File: src/lsmp_pkg.sv
// shared types, constants and tables of the scan point projection
`timescale 1ns / 1ps
`default_nettype none
package lsmp_pkg;

    localparam int MAX_BEAMS         = 1024;
    localparam int CORDIC_ITERATIONS = 16;

    localparam int IDX_W   = 12;
    localparam int CFG_W   = 24;
    localparam int CFGA_W  = 3;
    localparam int TRIG_W  = 26;
    localparam int CXY_W   = 34;
    localparam int CZ_W    = 33;
    localparam int ITER_W  = 5;
    localparam int MA_W    = 32;
    localparam int MB_W    = 27;
    localparam int MP_W    = MA_W + MB_W;

    localparam logic [CFGA_W-1:0] REG_PPM   = 3'd0;
    localparam logic [CFGA_W-1:0] REG_START = 3'd1;
    localparam logic [CFGA_W-1:0] REG_STEP  = 3'd2;
    localparam logic [CFGA_W-1:0] REG_ROLL  = 3'd3;
    localparam logic [CFGA_W-1:0] REG_POSEX = 3'd4;
    localparam logic [CFGA_W-1:0] REG_POSEY = 3'd5;
    localparam logic [CFGA_W-1:0] REG_HEAD  = 3'd6;

    localparam logic signed [MB_W-1:0] DEG2RAD_Q30 = 27'sd18740374;
    localparam logic signed [MB_W-1:0] RECIP_2PI   = 27'sd2670175;
    localparam logic signed [MB_W-1:0] TWO_PI_B    = 27'sd411775;
    localparam logic signed [MB_W-1:0] LEVER_Q16   = 27'sd19661;
    localparam int RECIP_SH = 40;

    localparam logic [19:0] TWO_PI_Q16  = 20'd411775;
    localparam logic [19:0] PI_Q16      = 20'd205887;
    localparam logic [19:0] HALF_PI_Q16 = 20'd102944;
    localparam logic [19:0] FOLD_HI     = 20'd308831;
    localparam logic signed [31:0] ANG_BIAS = 32'sd421657600;

    localparam logic signed [CXY_W-1:0] CORDIC_GAIN = 34'sd652032874;

    typedef struct packed {
        logic                   start;
        logic signed [CZ_W-1:0] z;
        logic                   neg;
    } t_cord_req;

    typedef struct packed {
        logic                     done;
        logic signed [TRIG_W-1:0] cos_v;
        logic signed [TRIG_W-1:0] sin_v;
    } t_cord_rsp;

    function automatic logic [30:0] atan_q30(input logic [ITER_W-1:0] i);
        logic [30:0] v;
        case (i)
            5'd0:  v = 31'd843314856;
            5'd1:  v = 31'd497837829;
            5'd2:  v = 31'd263043836;
            5'd3:  v = 31'd133525158;
            5'd4:  v = 31'd67021686;
            5'd5:  v = 31'd33543515;
            5'd6:  v = 31'd16775850;
            5'd7:  v = 31'd8388437;
            5'd8:  v = 31'd4194282;
            5'd9:  v = 31'd2097149;
            5'd10: v = 31'd1048575;
            5'd11: v = 31'd524287;
            5'd12: v = 31'd262143;
            5'd13: v = 31'd131071;
            5'd14: v = 31'd65535;
            5'd15: v = 31'd32767;
            5'd16: v = 31'd16383;
            5'd17: v = 31'd8191;
            5'd18: v = 31'd4095;
            5'd19: v = 31'd2047;
            5'd20: v = 31'd1023;
            5'd21: v = 31'd511;
            5'd22: v = 31'd255;
            5'd23: v = 31'd127;
            default: v = 31'd0;
        endcase
        return v;
    endfunction

endpackage
`default_nettype wire

File: src/lsmp_mul.sv
// shared signed multiplier with registered product
`timescale 1ns / 1ps
`default_nettype none
module lsmp_mul
    import lsmp_pkg::*;
(
    input  wire                     i_clk,
    input  wire signed [MA_W-1:0]   i_a,
    input  wire signed [MB_W-1:0]   i_b,
    output logic signed [MP_W-1:0]  o_p
);

    always_ff @(posedge i_clk) begin
        o_p <= i_a * i_b;
    end

endmodule
`default_nettype wire

File: src/lsmp_cordic.sv
// iterative rotation cordic, one micro-rotation per cycle
`timescale 1ns / 1ps
`default_nettype none
module lsmp_cordic
    import lsmp_pkg::*;
(
    input  wire        i_clk,
    input  wire        i_rst_n,
    input  t_cord_req  i_req,
    output t_cord_rsp  o_rsp
);

    logic                     r_busy, n_busy;
    logic                     r_done, n_done;
    logic [ITER_W-1:0]        r_i, n_i;
    logic signed [CXY_W-1:0]  r_x, n_x, r_y, n_y;
    logic signed [CZ_W-1:0]   r_z, n_z;
    logic                     r_neg, n_neg;
    logic signed [TRIG_W-1:0] r_cos, n_cos, r_sin, n_sin;

    logic signed [CXY_W-1:0]  xs, ys, xf, yf, xr, yr;
    logic signed [CZ_W-1:0]   at;

    always_comb begin
        xs = r_x >>> r_i;
        ys = r_y >>> r_i;
        at = $signed({2'b00, atan_q30(r_i)});
        xf = r_neg ? -r_x : r_x;
        yf = r_neg ? -r_y : r_y;
        xr = (xf + 34'sd32) >>> 6;
        yr = (yf + 34'sd32) >>> 6;
        n_busy = r_busy;
        n_done = 1'b0;
        n_i    = r_i;
        n_x    = r_x;
        n_y    = r_y;
        n_z    = r_z;
        n_neg  = r_neg;
        n_cos  = r_cos;
        n_sin  = r_sin;
        if (i_req.start) begin
            n_busy = 1'b1;
            n_i    = '0;
            n_x    = CORDIC_GAIN;
            n_y    = '0;
            n_z    = i_req.z;
            n_neg  = i_req.neg;
        end else if (r_busy) begin
            if (r_i == ITER_W'(CORDIC_ITERATIONS)) begin
                n_busy = 1'b0;
                n_done = 1'b1;
                n_cos  = xr[TRIG_W-1:0];
                n_sin  = yr[TRIG_W-1:0];
            end else begin
                if (!r_z[CZ_W-1]) begin
                    n_x = r_x - ys;
                    n_y = r_y + xs;
                    n_z = r_z - at;
                end else begin
                    n_x = r_x + ys;
                    n_y = r_y - xs;
                    n_z = r_z + at;
                end
                n_i = r_i + 1'b1;
            end
        end
    end

    always_ff @(posedge i_clk) begin
        if (!i_rst_n) begin
            r_busy <= 1'b0;
            r_done <= 1'b0;
        end else begin
            r_busy <= n_busy;
            r_done <= n_done;
        end
        r_i   <= n_i;
        r_x   <= n_x;
        r_y   <= n_y;
        r_z   <= n_z;
        r_neg <= n_neg;
        r_cos <= n_cos;
        r_sin <= n_sin;
    end

    assign o_rsp.done  = r_done;
    assign o_rsp.cos_v = r_cos;
    assign o_rsp.sin_v = r_sin;

    a_done_after_busy: assert property (@(posedge i_clk) disable iff (!i_rst_n)
        r_done |-> $past(r_busy))
        else $error("cordic done without a running rotation");

    a_start_idle: assert property (@(posedge i_clk) disable iff (!i_rst_n)
        i_req.start |=> r_busy && r_i == '0)
        else $error("cordic start not taken");

    a_iter_bound: assert property (@(posedge i_clk) disable iff (!i_rst_n)
        r_busy |-> r_i <= ITER_W'(CORDIC_ITERATIONS))
        else $error("cordic iteration count overrun");

endmodule
`default_nettype wire

File: src/lidar_scan_to_map_points.sv
// laser range samples to saturated map points, sequenced over one multiplier and one cordic
// sequence per request: two cordic passes, two angle reductions, eight partial products on one multiplier
// one request at a time; the input is not ready while one is in work
// a finished point waits in the output register; the next request can be taken meanwhile
// reset (synchronous, active low) loads the register defaults and clears the beam index
`timescale 1ns / 1ps
`default_nettype none
module lidar_scan_to_map_points
    import lsmp_pkg::*;
(
    input  wire               i_clk,
    input  wire               i_rst_n,
    input  wire               i_cfg_we,
    input  wire [CFGA_W-1:0]  i_cfg_idx,
    input  wire [CFG_W-1:0]   i_cfg_data,
    input  wire               i_s_axis_tvalid,
    output logic              o_s_axis_tready,
    input  wire [15:0]        i_s_axis_tdata,  // range_m[15:0]
    input  wire               i_s_axis_tlast,
    output logic              o_m_axis_tvalid,
    input  wire               i_m_axis_tready,
    output logic [47:0]       o_m_axis_tdata,  // point_x[23:0], point_y[47:24]
    output logic              o_m_axis_tlast
);

    localparam logic [3:0] S_IDLE  = 4'd0;
    localparam logic [3:0] S_MHEAD = 4'd1;
    localparam logic [3:0] S_MOFF  = 4'd2;
    localparam logic [3:0] S_SUM   = 4'd3;
    localparam logic [3:0] S_R1    = 4'd4;
    localparam logic [3:0] S_R2    = 4'd5;
    localparam logic [3:0] S_R3    = 4'd6;
    localparam logic [3:0] S_R4    = 4'd7;
    localparam logic [3:0] S_CORD  = 4'd8;
    localparam logic [3:0] S_PRNG  = 4'd9;
    localparam logic [3:0] S_PLEV  = 4'd10;
    localparam logic [3:0] S_MAC   = 4'd11;
    localparam logic [3:0] S_FIN   = 4'd12;

    logic [19:0] r_ppm, r_start, r_roll;
    logic [15:0] r_step;
    logic [23:0] r_posex, r_posey;
    logic [16:0] r_head;

    logic [3:0]               r_state;
    logic [IDX_W-1:0]         r_idx;
    logic [15:0]              r_range;
    logic                     r_last;
    logic signed [21:0]       r_hrad;
    logic signed [31:0]       r_t;
    logic [19:0]              r_rm;
    logic                     r_pass;
    logic signed [TRIG_W-1:0] r_ct, r_st, r_ch, r_sh;
    logic [35:0]              r_p;
    logic [34:0]              r_lev;
    logic [3:0]               r_k;
    logic                     r_pv, r_rv;
    logic [2:0]               r_pk, r_rk;
    logic signed [63:0]       r_acc, r_pair;
    logic signed [26:0]       r_sx, r_sy;
    logic                     r_ovalid;
    logic [47:0]              r_odata;
    logic                     r_olast;

    logic signed [MA_W-1:0]   mul_a;
    logic signed [MB_W-1:0]   mul_b;
    logic signed [MP_W-1:0]   prod;
    t_cord_req                cd_req;
    t_cord_rsp                cd_rsp;

    logic                     s_acc, out_free;
    logic signed [20:0]       roll_s;
    logic                     roll_up;
    logic signed [29:0]       off;
    logic signed [31:0]       total;
    logic [19:0]              r1;
    logic signed [19:0]       fold;
    logic                     fold_neg;
    logic [2:0]               k3;
    logic signed [TRIG_W-1:0] trig;
    logic signed [63:0]       prod64, acc_new, rnd;
    logic [IDX_W:0]           idx_inc;
    logic [23:0]              satx, saty;

    lsmp_mul u_mul (
        .i_clk (i_clk),
        .i_a   (mul_a),
        .i_b   (mul_b),
        .o_p   (prod)
    );

    lsmp_cordic u_cordic (
        .i_clk   (i_clk),
        .i_rst_n (i_rst_n),
        .i_req   (cd_req),
        .o_rsp   (cd_rsp)
    );

    function automatic logic [23:0] sat24(input logic signed [26:0] v);
        logic [23:0] r;
        if (v > 27'sd8388607)
            r = 24'h7FFFFF;
        else if (v < -27'sd8388608)
            r = 24'h800000;
        else
            r = v[23:0];
        return r;
    endfunction

    always_comb begin
        s_acc    = i_s_axis_tvalid && o_s_axis_tready;
        out_free = !r_ovalid || i_m_axis_tready;
        roll_s   = $signed({r_roll[19], r_roll});
        roll_up  = (roll_s >= 21'sd102944) || (roll_s <= -21'sd102944);
        off      = $signed({{10{r_start[19]}}, r_start}) + $signed({2'b00, prod[27:0]});
        total    = roll_up ? 32'(r_hrad) + 32'(off) : 32'(r_hrad) - 32'(off);
        r1       = (r_rm >= TWO_PI_Q16) ? r_rm - TWO_PI_Q16 : r_rm;
        if (r1 <= HALF_PI_Q16) begin
            fold     = $signed(r1);
            fold_neg = 1'b0;
        end else if (r1 <= PI_Q16) begin
            fold     = $signed(r1 - PI_Q16);
            fold_neg = 1'b1;
        end else if (r1 < FOLD_HI) begin
            // negative side folds by one more than pi
            fold     = $signed(r1 - PI_Q16 - 20'd1);
            fold_neg = 1'b1;
        end else begin
            fold     = $signed(r1 - TWO_PI_Q16);
            fold_neg = 1'b0;
        end
        cd_req.start = (r_state == S_R4);
        cd_req.z     = $signed({fold[18:0], 14'd0});
        cd_req.neg   = fold_neg;

        k3 = r_k[2:0];
        case (k3[2:1])
            2'b00:   trig = r_ct;
            2'b01:   trig = r_ch;
            2'b10:   trig = r_st;
            default: trig = r_sh;
        endcase

        mul_a = '0;
        mul_b = '0;
        case (r_state)
            S_MHEAD: begin
                mul_a = MA_W'($signed(r_head));
                mul_b = DEG2RAD_Q30;
            end
            S_MOFF: begin
                mul_a = $signed({16'd0, r_step});
                mul_b = $signed({15'd0, r_idx});
            end
            S_R1: begin
                mul_a = r_t;
                mul_b = RECIP_2PI;
            end
            S_R2: begin
                mul_a = $signed({20'd0, prod[RECIP_SH+11:RECIP_SH]});
                mul_b = TWO_PI_B;
            end
            S_PRNG: begin
                mul_a = $signed({16'd0, r_range});
                mul_b = $signed({7'd0, r_ppm});
            end
            S_PLEV: begin
                mul_a = $signed({12'd0, r_ppm});
                mul_b = LEVER_Q16;
            end
            S_MAC: begin
                if (!r_k[3]) begin
                    case (k3[1:0])
                        2'b00:   mul_a = $signed({14'd0, r_p[17:0]});
                        2'b01:   mul_a = $signed({14'd0, r_p[35:18]});
                        2'b10:   mul_a = $signed({14'd0, r_lev[17:0]});
                        default: mul_a = $signed({15'd0, r_lev[34:18]});
                    endcase
                    mul_b = MB_W'(trig);
                end
            end
            default: begin
                mul_a = '0;
                mul_b = '0;
            end
        endcase

        prod64  = 64'(prod);
        acc_new = r_pk[0] ? r_acc + (prod64 <<< 18) : prod64;
        rnd     = r_rk[1] ? (r_pair + (64'sd1 <<< 43)) >>> 44
                          : (r_pair + (64'sd1 <<< 37)) >>> 38;
        idx_inc = {1'b0, r_idx} + 1'b1;
        satx    = sat24(r_sx);
        saty    = sat24(r_sy);
    end

    assign o_s_axis_tready = (r_state == S_IDLE);

    always_ff @(posedge i_clk) begin
        if (!i_rst_n) begin
            r_ppm    <= 20'd5120;
            r_start  <= 20'd320269;
            r_step   <= 16'd572;
            r_roll   <= '0;
            r_posex  <= '0;
            r_posey  <= '0;
            r_head   <= '0;
            r_state  <= S_IDLE;
            r_idx    <= '0;
            r_ovalid <= 1'b0;
            r_pv     <= 1'b0;
            r_rv     <= 1'b0;
            r_k      <= '0;
            r_pass   <= 1'b0;
        end else begin
            if (i_cfg_we) begin
                case (i_cfg_idx)
                    REG_PPM:   r_ppm   <= i_cfg_data[19:0];
                    REG_START: r_start <= i_cfg_data[19:0];
                    REG_STEP:  r_step  <= i_cfg_data[15:0];
                    REG_ROLL:  r_roll  <= i_cfg_data[19:0];
                    REG_POSEX: r_posex <= i_cfg_data[23:0];
                    REG_POSEY: r_posey <= i_cfg_data[23:0];
                    REG_HEAD:  r_head  <= i_cfg_data[16:0];
                    default: ;
                endcase
            end
            if (r_ovalid && i_m_axis_tready)
                r_ovalid <= 1'b0;
            r_pv <= 1'b0;
            r_rv <= 1'b0;
            case (r_state)
                S_IDLE: begin
                    if (s_acc) begin
                        r_range <= i_s_axis_tdata;
                        r_last  <= i_s_axis_tlast;
                        r_state <= S_MHEAD;
                    end
                end
                S_MHEAD: r_state <= S_MOFF;
                S_MOFF: begin
                    r_hrad  <= 22'((prod + (MP_W'(1) <<< 20)) >>> 21);
                    r_state <= S_SUM;
                end
                S_SUM: begin
                    r_t     <= total + ANG_BIAS;
                    r_pass  <= 1'b0;
                    r_state <= S_R1;
                end
                S_R1: r_state <= S_R2;
                S_R2: r_state <= S_R3;
                S_R3: begin
                    r_rm    <= r_t[19:0] - prod[19:0];
                    r_state <= S_R4;
                end
                S_R4: r_state <= S_CORD;
                S_CORD: begin
                    if (cd_rsp.done) begin
                        if (!r_pass) begin
                            r_ct    <= cd_rsp.cos_v;
                            r_st    <= cd_rsp.sin_v;
                            r_pass  <= 1'b1;
                            r_t     <= 32'(r_hrad) + ANG_BIAS;
                            r_state <= S_R1;
                        end else begin
                            r_ch    <= cd_rsp.cos_v;
                            r_sh    <= cd_rsp.sin_v;
                            r_state <= S_PRNG;
                        end
                    end
                end
                S_PRNG: r_state <= S_PLEV;
                S_PLEV: begin
                    r_p     <= prod[35:0];
                    r_sx    <= 27'($signed(r_posex));
                    r_sy    <= 27'($signed(r_posey));
                    r_k     <= '0;
                    r_state <= S_MAC;
                end
                S_MAC: begin
                    if (r_k == 4'd0)
                        r_lev <= prod[34:0];
                    if (!r_k[3]) begin
                        r_k  <= r_k + 1'b1;
                        r_pv <= 1'b1;
                        r_pk <= k3;
                    end
                    if (r_pv) begin
                        r_acc <= acc_new;
                        if (r_pk[0]) begin
                            r_pair <= acc_new;
                            r_rv   <= 1'b1;
                            r_rk   <= r_pk;
                        end
                    end
                    if (r_rv) begin
                        if (r_rk[2])
                            r_sy <= r_sy + rnd[26:0];
                        else
                            r_sx <= r_sx + rnd[26:0];
                    end
                    if (r_k[3] && !r_pv && !r_rv)
                        r_state <= S_FIN;
                end
                S_FIN: begin
                    if (out_free) begin
                        r_ovalid <= 1'b1;
                        r_odata  <= {saty, satx};
                        r_olast  <= r_last;
                        if (r_last || idx_inc >= (IDX_W+1)'(MAX_BEAMS))
                            r_idx <= '0;
                        else
                            r_idx <= idx_inc[IDX_W-1:0];
                        r_state <= S_IDLE;
                    end
                end
                default: r_state <= S_IDLE;
            endcase
        end
    end

    assign o_m_axis_tvalid = r_ovalid;
    assign o_m_axis_tdata  = r_odata;
    assign o_m_axis_tlast  = r_olast;

    a_busy_after_accept: assert property (@(posedge i_clk) disable iff (!i_rst_n)
        s_acc |=> !o_s_axis_tready)
        else $error("request taken while a sample is in work");

    a_done_in_cord: assert property (@(posedge i_clk) disable iff (!i_rst_n)
        cd_rsp.done |-> r_state == S_CORD)
        else $error("cordic result outside its wait state");

    a_index_clear: assert property (@(posedge i_clk) disable iff (!i_rst_n)
        (r_state == S_FIN && out_free && r_last) |=> r_idx == '0)
        else $error("beam index not cleared after last beam");

    a_load_valid: assert property (@(posedge i_clk) disable iff (!i_rst_n)
        (r_state == S_FIN && out_free) |=> o_m_axis_tvalid)
        else $error("finished point not presented");

endmodule
`default_nettype wire

File: config.mk
export PLATFORM = sky130hd
export DESIGN_NAME = lidar_scan_to_map_points
export DESIGN_NICKNAME = d
export VERILOG_FILES = /design/src/lsmp_pkg.sv /design/src/lsmp_mul.sv /design/src/lsmp_cordic.sv /design/src/lidar_scan_to_map_points.sv
export SDC_FILE = /design/constraint.sdc
export NUM_CORES = 2
export LEC_CHECK = 0
export BUFFER_PORTS_ARGS = -buffer_cell sky130_fd_sc_hd__clkbuf_2
export CELL_PAD_IN_SITES_DETAIL_PLACEMENT = 0
export CELL_PAD_IN_SITES_GLOBAL_PLACEMENT = 1
export CORE_ASPECT_RATIO = 0.9
export CORE_MARGIN = 2
export CORE_UTILIZATION = 55
export CTS_BUF_LIST = sky130_fd_sc_hd__clkbuf_2 sky130_fd_sc_hd__clkbuf_4 sky130_fd_sc_hd__clkbuf_8
export DETAILED_ROUTE_END_ITERATION = 10
export PLACE_DENSITY_LB_ADDON = 0.1
export SKIP_CTS_REPAIR_TIMING = 1
export SLEW_MARGIN = 20
export SYNTH_ARGS = -nofsm -noshare
export SYNTH_HDL_FRONTEND = slang
export SYNTH_HIERARCHICAL = 1
export SYNTH_SLANG_ARGS = --single-unit
File: constraint.sdc
create_clock -name i_clk -period 27.6 [get_ports i_clk]
set_input_delay 6.9 -clock i_clk [delete_from_list [all_inputs] [get_ports i_clk]]
set_output_delay 6.9 -clock i_clk [all_outputs]
set_load 0.02 [all_outputs]
==> results.py <==
metrics = {
    "logic_synthesis": {
        "synth_edf_count": 533,
        "syn_area_um2": 90300,
        "ys.flop_type": "edfxtp_1",
        "synth_seq_area_share_pct": 25.0,
        "yosysUniqueCellTypes": 126,
        "syn_avg_cell_area_um2": 9.18,
        "netlist_instances": 9835,
        "yosys_warnings": 6,
        "ys_ff_latch": 862,
        "async_reset_ff_share_pct": 0,
    },
    "clock_tree": {
        "cts_buffers": 153,
        "clk_pin_slew_ns": 0.07,
        "clockBufferDepth": 3,
        "cts.sinks": 862,
        "cts_tree": "done",
        "htree_levels": 4,
        "worstSkewPairLatency_ns": 0.92,
        "clockRootBuffer": "clkbuf_8",
    },
    "global_route": {
        "antenna_found_initial": 12,
        "grt_pass1_vias": 72607,
        "grt_overflow": 0,
        "grt_max_degree": 88,
        "globalRouteTotalUtil_pct": 34.2,
        "grt_pass1_wl_um": 439000,
    },
    "setup_path": {
        "crit_slowest_cell": "dfxtp_1",
        "critPathLaunchType": "flip-flop",
        "setup.worst_path.class": "flip-flop to flip-flop",
        "end_kind": "flip-flop",
        "critPathMaxStageDelay_ns": 0.77,
        "crit_fanout": 32,
        "arrival_ns": 11.47,
        "cpMostUsedCell": "fa_1",
        "required_ns": 28.37,
    },
    "timing": {
        "clock_skew_ns": 0.0836,
        "tns_ns": 0,
        "fin_crit_sh_pct": 38.8,
        "post-route-min-period_ns": 10.70,
        "rsz0062_at_grt": "false",
        "hold_violations": 0,
        "max_freq_mhz": 93.5,
        "tightestPinTransition_ns": 1.16,
        "setup_slack_ns": 16.90,
        "slew_violations": 0,
        "finalSetupViolCount": 0,
        "slew_headroom_pct": 22.4,
    },
    "die": {
        "io_pins": 100,
        "initial_core_util_pct": 55.2,
        "rows": 141,
        "core_um2": 164000,
        "die_area_um2": 167000,
        "die_h_um": 388,
        "die_x_um": 431,
    },
    "place": {
        "preCtsSetupSlack_ns": 17.23,
        "dp.final_hpwl_um": 216000,
        "io_buffers": 99,
        "place.gp.congestion": 1.02,
    },
    "finish": {
        "final_cell_mix": "nand2_1, inv_1, fa_1, edfxtp_1, a21oi_1",
        "nNetsFinal": 11140,
        "final_common_cell": "nand2_1",
        "layout-drive-gt1-share_pct": 8.73,
        "area_delta_synth_final_pct": 6.34,
    },
    "route": {
        "vias": 73296,
        "drc_errors": 0,
        "vias_per_cell": 6.11,
        "first_pass_iters": 7,
        "wl_um": 287000,
        "wl_per_cell_um": 23.9,
        "ant_nets": 0,
        "first_iter_violations": 7169,
    },
    "power_and_ir_drop": {
        "cellPowerDensity_nw_per_um2": 38.0,
        "ir_drop_v": 0.0000425,
        "leakage_uw": 0.0416,
    },
    "hold_path": {
        "min_path_type": "flip-flop to flip-flop",
    },
    "status": {
        "status": "completed",
    },
    "run": {
        "maxCapViolCount": 0,
    },
}
## registers in the layout, indices dropped and copies added, names as in the netlist, 26 cells and up
| name | count |
|---|---|
| r_acc | 46 |
| u_cordic/r_y | 34 |
| r_pair | 27 |
| r_st | 26 |
| r_ct | 26 |
| r_sh | 26 |
| r_p | 36 |
| u_cordic/r_sin | 26 |
| u_cordic/at | 30 |
| u_cordic/r_cos | 26 |
| r_t | 32 |
| u_cordic/r_z | 33 |
| r_lev | 35 |
| u_cordic/r_x | 34 |
| o_m_axis_tdata | 48 |
| r_ch | 26 |
| u_mul/o_p | 59 |
| r_sx | 27 |
| r_sy | 27 |
## through the flow
stage               utilization [%]  hold slack, ns  power (µW)  instances  area, µm²
finish                         58.7           0.395        3650      11993      96000
global route                   58.7           0.413        3800      11993      96000
CTS                            58.7           0.407        3650      11989      95900
detailed placement             56.7           0.420        2360      11712      92700
global placement               56.7           0.407        2350      11712      92700
floorplan                         -           0.400        2090       9848      90300
## synth_stat cells (24+ instances only)
library cell     n  area, µm²
a211oi_1        67        503
a21boi_0       146       1100
a21o_1         193       1450
a21oi_1        503       2520
a221o_1         29        290
a221oi_1        36        315
a222oi_1        24        240
a22o_1          33        289
a22oi_1         36        270
a31oi_1         72        450
and2_1         428       2680
and3_1          75        469
buf_1           32        120
buf_2           29        145
clkbuf_1       449       1690
dfxtp_1        329       6590
edfxtp_1       533      16000
fa_1           895      17900
ha_1           473       5920
inv_1         1088       4080
mux2_2          78        878
mux2i_1         54        541
mux4_2         107       2410
nand2_1       1348       5060
nand2b_1        82        513
nand3_1        147        736
nand4_1         74        463
nor2_1         482       1810
nor2b_1         69        432
nor3_1         130        651
nor4_1          32        200
o211ai_1        55        413
o21a_1          66        495
o21ai_0        400       2000
o21bai_1        38        285
o22ai_1         44        275
o31ai_1         47        353
or2_2           27        169
or3_1           48        300
or4_1           24        180
xnor2_1        373       3270
xor2_1         242       2120
## metal layers
layer	GRT usage, %	vias up	share of wire (%)
met3	5.88	615	7.9
met1	45.8	36443	41
met4	15.9	8	5.3
met2	54.1	3017	46
li1	-	33213	-
met5	0	-	0.087
## worst max-delay path: cells and delay by family (launching register included)
kind                     cells  cell delay [ns]
adder cells (fa/ha/maj)      8             4.24
AO/OA/AOI/OAI                9             2.27
buffers and inverters        8             1.84
AND/OR/NAND/NOR              5             1.27
flip-flops                   1             0.77
XOR/XNOR                     1             0.14
## area by class of cell
cell class              count  area [µm²]
flip-flops and latches    862       22600
diodes                      3        7.51
repair buffers            256        1700
inverters                1096        4110
well taps                2145        2680
clock inverters            63         609
clock buffers             214        2640
multi-input cells        7354       61600
fillers                 14262       67600
## cell families (layout without fill, tap and decap cells)
logic type               count (synthesis)  after routing  synth area share [%]
AO/OA/AOI/OAI                         2031           2031                  15.0
buffers and inverters                 1632           1629                  7.01
multiplexers                           242            242                  4.29
adder cells (fa/ha/maj)               1368           1368                  26.4
AND/OR/NAND/NOR                       3082           3082                  16.3
other                                    1             17               0.00415
XOR/XNOR                               617            617                  6.00
flip-flops                             862            862                  25.0
## power by group
group	total, µW	internal (µW)	switching [µW]
clock	1290	696	595
combinational	898	338	560
sequential	1460	1410	46.5
total	3650	2440	1200
## worst paths after layout
kind                                start                     to  slack [ns]  cells after the start
setup / recovery  r_state[3]$_SDFFE_PN0P_  u_mul/o_p[52]$_DFF_P_       16.90                     31
hold / removal          r_pk[2]$_DFFE_PP_      r_rk[2]$_DFFE_PP_        0.40                      0
setup reg to reg  r_state[3]$_SDFFE_PN0P_  u_mul/o_p[52]$_DFF_P_       16.90                     31
hold reg to reg         r_pk[2]$_DFFE_PP_      r_rk[2]$_DFFE_PP_        0.40                      0
Note: power is estimated with default switching activity, not from simulation.
